$ cat config.mk
export PLATFORM = sky130hd
export DESIGN_NAME = flat_json_object_parser
export DESIGN_NICKNAME = d
export VERILOG_FILES = /design/src/rtl/fjop_pkg.sv /design/src/rtl/flat_json_object_parser.sv
export SDC_FILE = /design/constraint.sdc
export NUM_CORES = 1
export LEC_CHECK = 0
export ABC_AREA = 1
export ABC_CLOCK_PERIOD_IN_PS = 3540
export BUFFER_PORTS_ARGS = -buffer_cell sky130_fd_sc_hd__buf_4
export CAP_MARGIN = 10
export CORE_UTILIZATION = 40
export CTS_CLUSTER_DIAMETER = 150
export CTS_CLUSTER_SIZE = 20
export DETAILED_ROUTE_END_ITERATION = 10
export HOLD_SLACK_MARGIN = 0.1
export SYNTH_ARGS = -nofsm -noshare
export SYNTH_HDL_FRONTEND = slang
export SYNTH_SLANG_ARGS = --single-unit
$ cat constraint.sdc
create_clock -name clk_i -period 3.54 [get_ports clk_i]
set_input_delay 0.354 -clock clk_i [delete_from_list [all_inputs] [get_ports clk_i]]
set_output_delay 0.354 -clock clk_i [all_outputs]
set_load 0.05 [all_outputs]
$ cat src/rtl/fjop_pkg.sv
// ----------------------------------------------------------------------------
// fjop_pkg
// types, codes and constants shared by the flat json object parser
// ----------------------------------------------------------------------------
`default_nettype none

package fjop_pkg;

  // longest key, string or number is MaxText - 1 characters
  localparam int unsigned MaxText = 100;
  localparam int unsigned LenW    = 7;
  localparam int unsigned NumW    = 31;

  localparam logic [NumW-1:0] NumMax = {NumW{1'b1}};

  localparam logic [7:0] ChOpen  = 8'h7B;  // {
  localparam logic [7:0] ChClose = 8'h7D;  // }
  localparam logic [7:0] ChQuote = 8'h22;  // "
  localparam logic [7:0] ChComma = 8'h2C;  // ,
  localparam logic [7:0] ChColon = 8'h3A;  // :
  localparam logic [7:0] ChZero  = 8'h30;
  localparam logic [7:0] ChNine  = 8'h39;
  localparam logic [7:0] ChSpace = 8'h20;
  localparam logic [7:0] ChTab   = 8'h09;
  localparam logic [7:0] ChCr    = 8'h0D;
  localparam logic [7:0] ChLf    = 8'h0A;
  localparam logic [7:0] ChNul   = 8'h00;

  typedef enum logic [3:0] {
    PhWaitOpen    = 4'd0,
    PhKeyOpen     = 4'd1,
    PhKey         = 4'd2,
    PhColon       = 4'd3,
    PhValueStart  = 4'd4,
    PhNumber      = 4'd5,
    PhString      = 4'd6,
    PhAfterValue  = 4'd7,
    PhClosed      = 4'd8
  } phase_e;

  typedef enum logic [2:0] {
    EvNone       = 3'd0,
    EvKeyChar    = 3'd1,
    EvStrChar    = 3'd2,
    EvKeyEnd     = 3'd3,
    EvNumDone    = 3'd4,
    EvStrDone    = 3'd5,
    EvObjDone    = 3'd6,
    EvError      = 3'd7
  } event_e;

  typedef enum logic [3:0] {
    ErrNone       = 4'd0,
    ErrEmpty      = 4'd1,
    ErrNoOpen     = 4'd2,
    ErrNoKeyQuote = 4'd3,
    ErrNoColon    = 4'd4,
    ErrBadDigit   = 4'd5,
    ErrEarlyEnd   = 4'd6,
    ErrNoClose    = 4'd7,
    ErrTrailing   = 4'd8,
    ErrTooLong    = 4'd9
  } err_e;

  typedef struct packed {
    logic [7:0] text_byte;
    logic       end_of_text;
  } in_beat_t;

  typedef struct packed {
    event_e          event_res;
    logic [7:0]      char_out;
    logic [NumW-1:0] number_value;
    err_e            error_code;
    logic            last;
  } out_beat_t;

endpackage

`default_nettype wire

$ cat src/rtl/flat_json_object_parser.sv
// ----------------------------------------------------------------------------
// flat_json_object_parser: one result beat per text byte of a flat json object
// result registered as its byte is taken; 1 byte per cycle unless the output
// stalls; a parse step (phase decode plus a saturating acc*10+digit) per byte
// async active-low reset returns to waiting for the open brace, no error
// ----------------------------------------------------------------------------
`default_nettype none

module flat_json_object_parser (
  input  wire logic               clk_i,
  input  wire logic               rst_ni,
  input  wire logic               in_valid_i,
  output logic                    in_ready_o,
  input  wire fjop_pkg::in_beat_t in_data_i,
  output logic                    out_valid_o,
  input  wire logic               out_ready_i,
  output fjop_pkg::out_beat_t     out_data_o
);

  // parse state
  fjop_pkg::phase_e              phase_q, phase_d, phase_nx;
  logic [fjop_pkg::NumW-1:0]     acc_q, acc_d;
  logic [fjop_pkg::LenW-1:0]     len_q, len_d;
  logic                          err_q, err_d;
  logic                          started_q, started_d;

  // result register
  logic                          out_valid_q;
  fjop_pkg::out_beat_t           out_data_q;
  fjop_pkg::out_beat_t           res;

  logic                          in_fire;
  logic [7:0]                    c;
  logic                          eot;
  logic                          blank, digit, len_full;
  logic [fjop_pkg::NumW+3:0]     prod;
  logic [fjop_pkg::NumW-1:0]     acc_step;

  // step outputs before the end of text override
  fjop_pkg::event_e              step_ev;
  fjop_pkg::err_e                step_err;
  logic [7:0]                    step_ch;
  logic [fjop_pkg::NumW-1:0]     step_num;

  // a new byte may enter whenever the result slot is empty or draining
  assign in_ready_o = !out_valid_q || out_ready_i;
  assign in_fire    = in_valid_i && in_ready_o;

  assign c   = in_data_i.text_byte;
  assign eot = in_data_i.end_of_text;

  always_comb begin
    blank = c inside {fjop_pkg::ChSpace, fjop_pkg::ChTab, fjop_pkg::ChCr, fjop_pkg::ChLf};
    digit = c inside {[fjop_pkg::ChZero:fjop_pkg::ChNine]};
  end

  assign len_full = len_q >= fjop_pkg::LenW'(fjop_pkg::MaxText - 1);

  // acc*10 + digit as two shifted copies, saturated
  assign prod = {1'b0, acc_q, 3'b000} + {3'b000, acc_q, 1'b0}
              + {{(fjop_pkg::NumW){1'b0}}, c[3:0]};
  assign acc_step = (prod > {4'b0000, fjop_pkg::NumMax}) ? fjop_pkg::NumMax
                                                          : prod[fjop_pkg::NumW-1:0];

  // step outputs: event, character, number and error raised by this byte
  always_comb begin
    step_ev  = fjop_pkg::EvNone;
    step_err = fjop_pkg::ErrNone;
    step_ch  = '0;
    step_num = '0;
    if (!err_q) begin
      case (phase_q)
        fjop_pkg::PhWaitOpen: begin
          if (c != fjop_pkg::ChOpen && !blank) step_err = fjop_pkg::ErrNoOpen;
        end
        fjop_pkg::PhKeyOpen: begin
          if (c != fjop_pkg::ChQuote && !blank) step_err = fjop_pkg::ErrNoKeyQuote;
        end
        fjop_pkg::PhKey, fjop_pkg::PhString: begin
          if (c == fjop_pkg::ChQuote) begin
            step_ev = (phase_q == fjop_pkg::PhKey) ? fjop_pkg::EvKeyEnd
                                                   : fjop_pkg::EvStrDone;
          end else if (c == fjop_pkg::ChNul) begin
            step_err = fjop_pkg::ErrEarlyEnd;
          end else if (len_full) begin
            step_err = fjop_pkg::ErrTooLong;
          end else begin
            step_ev = (phase_q == fjop_pkg::PhKey) ? fjop_pkg::EvKeyChar
                                                   : fjop_pkg::EvStrChar;
            step_ch = c;
          end
        end
        fjop_pkg::PhColon: begin
          if (c != fjop_pkg::ChColon && !blank) step_err = fjop_pkg::ErrNoColon;
        end
        fjop_pkg::PhValueStart: begin
          if (c == fjop_pkg::ChQuote || digit || blank) begin
            step_err = fjop_pkg::ErrNone;
          end else if (c == fjop_pkg::ChNul) begin
            step_err = fjop_pkg::ErrEarlyEnd;
          end else begin
            step_err = fjop_pkg::ErrBadDigit;
          end
        end
        fjop_pkg::PhNumber: begin
          if (digit) begin
            if (len_full) step_err = fjop_pkg::ErrTooLong;
          end else if (c == fjop_pkg::ChClose) begin
            step_ev  = fjop_pkg::EvObjDone;
            step_num = acc_q;
          end else if (c == fjop_pkg::ChComma || blank) begin
            step_ev  = fjop_pkg::EvNumDone;
            step_num = acc_q;
          end else if (c == fjop_pkg::ChNul) begin
            step_err = fjop_pkg::ErrEarlyEnd;
          end else begin
            step_err = fjop_pkg::ErrBadDigit;
          end
        end
        fjop_pkg::PhAfterValue: begin
          if (c == fjop_pkg::ChClose) begin
            step_ev = fjop_pkg::EvObjDone;
          end else if (c != fjop_pkg::ChComma && !blank) begin
            step_err = fjop_pkg::ErrNoClose;
          end
        end
        fjop_pkg::PhClosed: begin
          if (!blank) step_err = fjop_pkg::ErrTrailing;
        end
        default: begin
          step_err = fjop_pkg::ErrEarlyEnd;
        end
      endcase
    end
  end

  // next state
  always_comb begin
    phase_nx  = phase_q;
    acc_d     = acc_q;
    len_d     = len_q;
    err_d     = err_q || (step_err != fjop_pkg::ErrNone);
    started_d = started_q || !blank;
    if (!err_q && step_err == fjop_pkg::ErrNone) begin
      case (phase_q)
        fjop_pkg::PhWaitOpen: begin
          if (c == fjop_pkg::ChOpen) phase_nx = fjop_pkg::PhKeyOpen;
        end
        fjop_pkg::PhKeyOpen: begin
          if (c == fjop_pkg::ChQuote) begin
            phase_nx = fjop_pkg::PhKey;
            len_d    = '0;
          end
        end
        fjop_pkg::PhKey: begin
          if (c == fjop_pkg::ChQuote) phase_nx = fjop_pkg::PhColon;
          else                        len_d    = len_q + 1'b1;
        end
        fjop_pkg::PhColon: begin
          if (c == fjop_pkg::ChColon) phase_nx = fjop_pkg::PhValueStart;
        end
        fjop_pkg::PhValueStart: begin
          if (c == fjop_pkg::ChQuote) begin
            phase_nx = fjop_pkg::PhString;
            len_d    = '0;
          end else if (digit) begin
            phase_nx = fjop_pkg::PhNumber;
            acc_d    = {{(fjop_pkg::NumW-4){1'b0}}, c[3:0]};
            len_d    = fjop_pkg::LenW'(1);
          end
        end
        fjop_pkg::PhNumber: begin
          if (digit) begin
            acc_d = acc_step;
            len_d = len_q + 1'b1;
          end else if (c == fjop_pkg::ChComma) begin
            phase_nx = fjop_pkg::PhKeyOpen;
          end else if (c == fjop_pkg::ChClose) begin
            phase_nx = fjop_pkg::PhClosed;
          end else if (blank) begin
            phase_nx = fjop_pkg::PhAfterValue;
          end
        end
        fjop_pkg::PhString: begin
          if (c == fjop_pkg::ChQuote) phase_nx = fjop_pkg::PhAfterValue;
          else                        len_d    = len_q + 1'b1;
        end
        fjop_pkg::PhAfterValue: begin
          if (c == fjop_pkg::ChComma)      phase_nx = fjop_pkg::PhKeyOpen;
          else if (c == fjop_pkg::ChClose) phase_nx = fjop_pkg::PhClosed;
        end
        default: begin
          phase_nx = phase_q;
        end
      endcase
    end
    phase_d = phase_nx;
    // the last byte of a text puts everything back to reset
    if (eot) begin
      phase_d   = fjop_pkg::PhWaitOpen;
      acc_d     = '0;
      len_d     = '0;
      err_d     = 1'b0;
      started_d = 1'b0;
    end
  end

  // result beat, with the early end or empty error taking over the last byte
  always_comb begin
    res.event_res    = step_ev;
    res.char_out     = step_ch;
    res.number_value = step_num;
    res.error_code   = step_err;
    res.last         = eot;
    if (step_err != fjop_pkg::ErrNone) begin
      res.event_res = fjop_pkg::EvError;
    end else if (eot && !err_q && phase_nx != fjop_pkg::PhClosed) begin
      res.event_res    = fjop_pkg::EvError;
      res.char_out     = '0;
      res.number_value = '0;
      res.error_code   = (started_q || !blank) ? fjop_pkg::ErrEarlyEnd
                                               : fjop_pkg::ErrEmpty;
    end
  end

  // parse state registers, advanced once per accepted beat
  always_ff @(posedge clk_i or negedge rst_ni) begin
    if (!rst_ni) begin
      phase_q   <= fjop_pkg::PhWaitOpen;
      acc_q     <= '0;
      len_q     <= '0;
      err_q     <= 1'b0;
      started_q <= 1'b0;
    end else if (in_fire) begin
      phase_q   <= phase_d;
      acc_q     <= acc_d;
      len_q     <= len_d;
      err_q     <= err_d;
      started_q <= started_d;
    end
  end

  // result slot valid
  always_ff @(posedge clk_i or negedge rst_ni) begin
    if (!rst_ni) begin
      out_valid_q <= 1'b0;
    end else if (in_fire) begin
      out_valid_q <= 1'b1;
    end else if (out_ready_i) begin
      out_valid_q <= 1'b0;
    end
  end

  // result payload
  always_ff @(posedge clk_i) begin
    if (in_fire) begin
      out_data_q <= res;
    end
  end

  assign out_valid_o = out_valid_q;
  assign out_data_o  = out_data_q;

  // the last byte always leaves the parser in its reset state
  assert property (@(posedge clk_i) disable iff (!rst_ni)
    in_fire && in_data_i.end_of_text |=>
      phase_q == fjop_pkg::PhWaitOpen && !err_q && !started_q && len_q == '0)
    else $error("parser not restarted after last byte");

  // a latched error holds until the text ends
  assert property (@(posedge clk_i) disable iff (!rst_ni)
    err_q && !(in_fire && in_data_i.end_of_text) |=> err_q)
    else $error("error latch dropped inside a text");

  // once an error is latched, bytes give no events
  assert property (@(posedge clk_i) disable iff (!rst_ni)
    in_fire && err_q |=> out_data_o.event_res == fjop_pkg::EvNone)
    else $error("event after latched error");

  // error code present exactly on error events
  assert property (@(posedge clk_i) disable iff (!rst_ni)
    out_valid_o |->
      ((out_data_o.event_res == fjop_pkg::EvError) ==
       (out_data_o.error_code != fjop_pkg::ErrNone)))
    else $error("error code and event disagree");

  // character only on key or string character events
  assert property (@(posedge clk_i) disable iff (!rst_ni)
    out_valid_o && out_data_o.event_res != fjop_pkg::EvKeyChar &&
    out_data_o.event_res != fjop_pkg::EvStrChar |-> out_data_o.char_out == '0)
    else $error("stray character on result");

  // key, string or number length stays under the limit
  assert property (@(posedge clk_i) disable iff (!rst_ni)
    len_q <= fjop_pkg::LenW'(fjop_pkg::MaxText - 1))
    else $error("length counter past limit");

endmodule

`default_nettype wire

==> flow_metrics.env <==
export IMPL_status="complete, no violations"
export IMPL_max_stage_delay_ns=0.57
export IMPL_ys_flop_type="edfxtp_1"
export IMPL_synthToLayoutAreaGrowth_pct=14.9
export IMPL_yosys_area_top_type_share_pct=20.0
export IMPL_synthArstFlopShare_pct=48.9
export IMPL_drive_gt1_share_pct=14.6
export IMPL_num_antenna_cells=0
export IMPL_end_kind="flop"
export IMPL_cp_max_fo=24
export IMPL_finalClockSkew_ns=0.0118
export IMPL_drc=0
export IMPL_crit_type="flop to flop"
export IMPL_maxCapViolCount=0
export IMPL_clk_pin_slew_ns=0.07
export IMPL_hold_viol_final=0
export IMPL_period_minus_slack_ns=3.25
export IMPL_avgSynthCellArea_sq_um=7.52
export IMPL_ant_nets=0
export IMPL_cts_sinks=92
export IMPL_fp_dieH_um=135
export IMPL_synth_edf_count=47
export IMPL_yosysWarnings=0
export IMPL_fp_row_count=48
export IMPL_final_util_pct=47.1
export IMPL_vias=6407
export IMPL_cts_root_buf="clkbuf_16"
export IMPL_r2r_cells=17
export IMPL_vias_per_cell=5.21
export IMPL_die_area_sq_mm=0.0182
export IMPL_fill_cells=1709
export IMPL_htreeDepth=3
export IMPL_ys_ff_latch=92
export IMPL_crit_chain="inv_1, fa_1, inv_1, ha_1, nand3_1, nand2_1, a21boi_0, o21ai_2, nand2_1, nand3b_1, nand2_1, nand2_1, nor2_2, buf_12, nor2_1, o21ai_0, o21ai_1"
export IMPL_grt_pass1_vias=5889
export IMPL_wl_mm=18.3
export IMPL_nNetsFinal=1076
export IMPL_reg2reg_slack_ns=0.29
export IMPL_grt_overflow_total=0
export IMPL_hold_depth=1
export IMPL_first_pass_iters=7
export IMPL_worstSetupStartpointType="flop"
export IMPL_synthCells=939
export IMPL_io_buffer_count=61
export IMPL_cp_required_ns=3.75
export IMPL_relSlewSlack_pct=33.4
export IMPL_yosysMostFrequentCell="nand2_1"
export IMPL_reg2reg_from="acc_q[0]"
export IMPL_hold_end="out_data_o[0]"
export IMPL_synth_top_cells_by_count="nand2_1 (236), nor2_1 (94), a21oi_1 (82), nand3_1 (73), inv_1 (71)"
export IMPL_clk_latency_ns=0.35
export IMPL_crit_top_cell="nand2_1"
export IMPL_hold_class="input pin to flop"
export IMPL_synth_area_sq_mm=0.00706
export IMPL_synth_seq_area_share_pct=36.0
export IMPL_grt_use_total_pct=20.8
export IMPL_cts_buffer_depth=2
export IMPL_drt_wirelength_per_cell_um=14.9
export IMPL_worstMarginPinSlew_ns=0.990
export IMPL_drv_slew=0
export IMPL_cts_made_buffers=9
export IMPL_place_congestion=0.939
export IMPL_setup_viol=0
export IMPL_io_pins=62
export IMPL_grt_antenna_before_repair=0
export IMPL_drt_initial_drc_count=438
export IMPL_power_density_mw_per_mm2=367
export IMPL_core_sq_mm=0.0172
export IMPL_cp_top_family="adder cells"
export IMPL_start_util_pct=40.9
export IMPL_grt_pass1_wl_mm=30.0
export IMPL_r2r_end="acc_q[0]"
export IMPL_fmax_mhz=308
export IMPL_crit_buf_inv=3
export IMPL_hold_slack_ns=0.262
export IMPL_die_w_um=135
export IMPL_postCtsSetupBuffers=0
export IMPL_worstHoldStart="in_data_i[0]"
export IMPL_synth_cell_types=46
export IMPL_dp_hpwl_mm=13.6
export IMPL_tritoncts="built"
export IMPL_synth_area_leaders="edfxtp_1 (20%), dfrtp_1 (16%), nand2_1 (13%), ha_1 (11%), a21oi_1 (5.8%)"
export IMPL_cp_arrival_ns=3.46
export IMPL_critPathSlowestCell="fa_1"
export IMPL_synth_nets=1016
export IMPL_grt_start_max_net_pins=53
export IMPL_peakVddDrop_uv=242
export IMPL_post_route_period_util_pct=91.7
export IMPL_p_leak_uw=0.00391
export IMPL_synth_area_leader_cell="edfxtp_1"
export IMPL_rsz0062_at_grt="false"
## metal layers
layer  part of all wire, %  wire (um)  up-vias  global-route usage [%]
li1                      -          -     3284                       -
met1                    50       9060     2955                    29.5
met2                    45       8280      153                    33.6
met3                   4.0        729       15                    2.03
met4                   1.1        193        0                    5.62
met5                     0          0        -                       0
## sequential cells by signal, indices dropped and copies added (netlist names)
register,cells
out_data_o,47
len_q,7
phase_q,4
err_q,1
started_q,1
out_valid_o,1
acc_q,31
## stage by stage
stage	std cells	instance area [sq um]	TNS [ns]	power (uW)	setup slack, ns
4_1_cts	1229	8100	0	3000	0.0436
2_1_floorplan	939	7060	0	1810	0.438
6_report	1229	8110	0	2980	0.293
3_5_place_dp	1212	7790	-0.0806	1990	-0.0419
3_3_place_gp	1212	7790	-0.0238	1990	-0.0238
5_1_grt	1229	8110	0	3110	0.0141
## report_power, final
part | leakage (uW) | internal (uW) | switching (uW) | total [uW]
clock | 0.000148 | 552 | 456 | 1010
combinational | 0.00267 | 207 | 514 | 721
sequential | 0.00109 | 1200 | 49.3 | 1250
total | 0.00391 | 1960 | 1020 | 2980
## cell usage in the layout (no fill, tap or decap), types with 2 or more instances in the layout
| master | synthesis | layout |
|---|---|---|
| o21ai_1 | 33 | 32 |
| nand3_2 | 4 | 4 |
| o21ai_2 | 1 | 2 |
| nand2_1 | 236 | 236 |
| o21ai_4 | 2 | 3 |
| xnor2_1 | 15 | 15 |
| fa_1 | 2 | 2 |
| nor4_1 | 2 | 2 |
| edfxtp_1 | 47 | 47 |
| nor3_1 | 3 | 3 |
| a21oi_1 | 82 | 81 |
| buf_4 | 2 | 73 |
| nor2_2 | 5 | 6 |
| nand3b_1 | 8 | 8 |
| clkinv_4 | 0 | 2 |
| xor2_1 | 13 | 13 |
| buf_12 | 1 | 2 |
| clkbuf_16 | 0 | 9 |
| ha_1 | 62 | 62 |
| nand2_4 | 2 | 2 |
| inv_1 | 71 | 70 |
| inv_2 | 20 | 21 |
| nand4_1 | 16 | 16 |
| clkinv_1 | 3 | 4 |
| o21a_1 | 3 | 3 |
| inv_6 | 0 | 2 |
| nand2_2 | 12 | 12 |
| nand3_1 | 73 | 73 |
| nor2_1 | 94 | 93 |
| dfrtp_1 | 45 | 45 |
| o21ai_0 | 42 | 41 |
| a211oi_1 | 2 | 2 |
| a21oi_2 | 1 | 2 |
| nand3_4 | 2 | 2 |
## kinds of logic (layout without fill, tap and decap cells)
kind of cell / Yosys count / count (layout) / synth area share [%]
AO/OA/AOI/OAI: 174 / 174 / 13.3
flip-flops: 92 / 92 / 36.0
adder cells (fa/ha/maj): 64 / 64 / 11.6
buffers and inverters: 122 / 187 / 7.14
AND/OR/NAND/NOR: 459 / 459 / 28.6
XOR/XNOR: 28 / 28 / 3.47
## layout make-up
class / instances / area, sq um / share of cell area, %
Clock inverter: 7 / 73.8 / 0.910
Inverter: 95 / 359 / 4.43
Tap cell: 225 / 282 / 3.47
Sequential cell: 92 / 2540 / 31.3
Multi-Input combinational cell: 725 / 4040 / 49.8
Clock buffer: 9 / 225 / 2.78
Timing Repair Buffer: 76 / 598 / 7.37
## worst max path at each step
stage	startpoint	to	slack, ns	cells past startpoint
2_1_floorplan	acc_q[0]	acc_q[10]	0.44	18
3_3_place_gp	in_data_i[4]	acc_q[0]	-0.02	19
3_5_place_dp	in_data_i[4]	acc_q[0]	-0.04	19
4_1_cts	acc_q[0]	acc_q[0]	0.04	18
5_1_grt	acc_q[0]	acc_q[4]	0.01	18
6_report	acc_q[0]	acc_q[0]	0.29	17
## what timing repair did
action	CTS	global route
hold buffers	1	0
endpoints found under the setup margin	0	31
gates resized for setup	0	4
hold endpoints to repair	45	0
(Power assumes the default switching activity.)
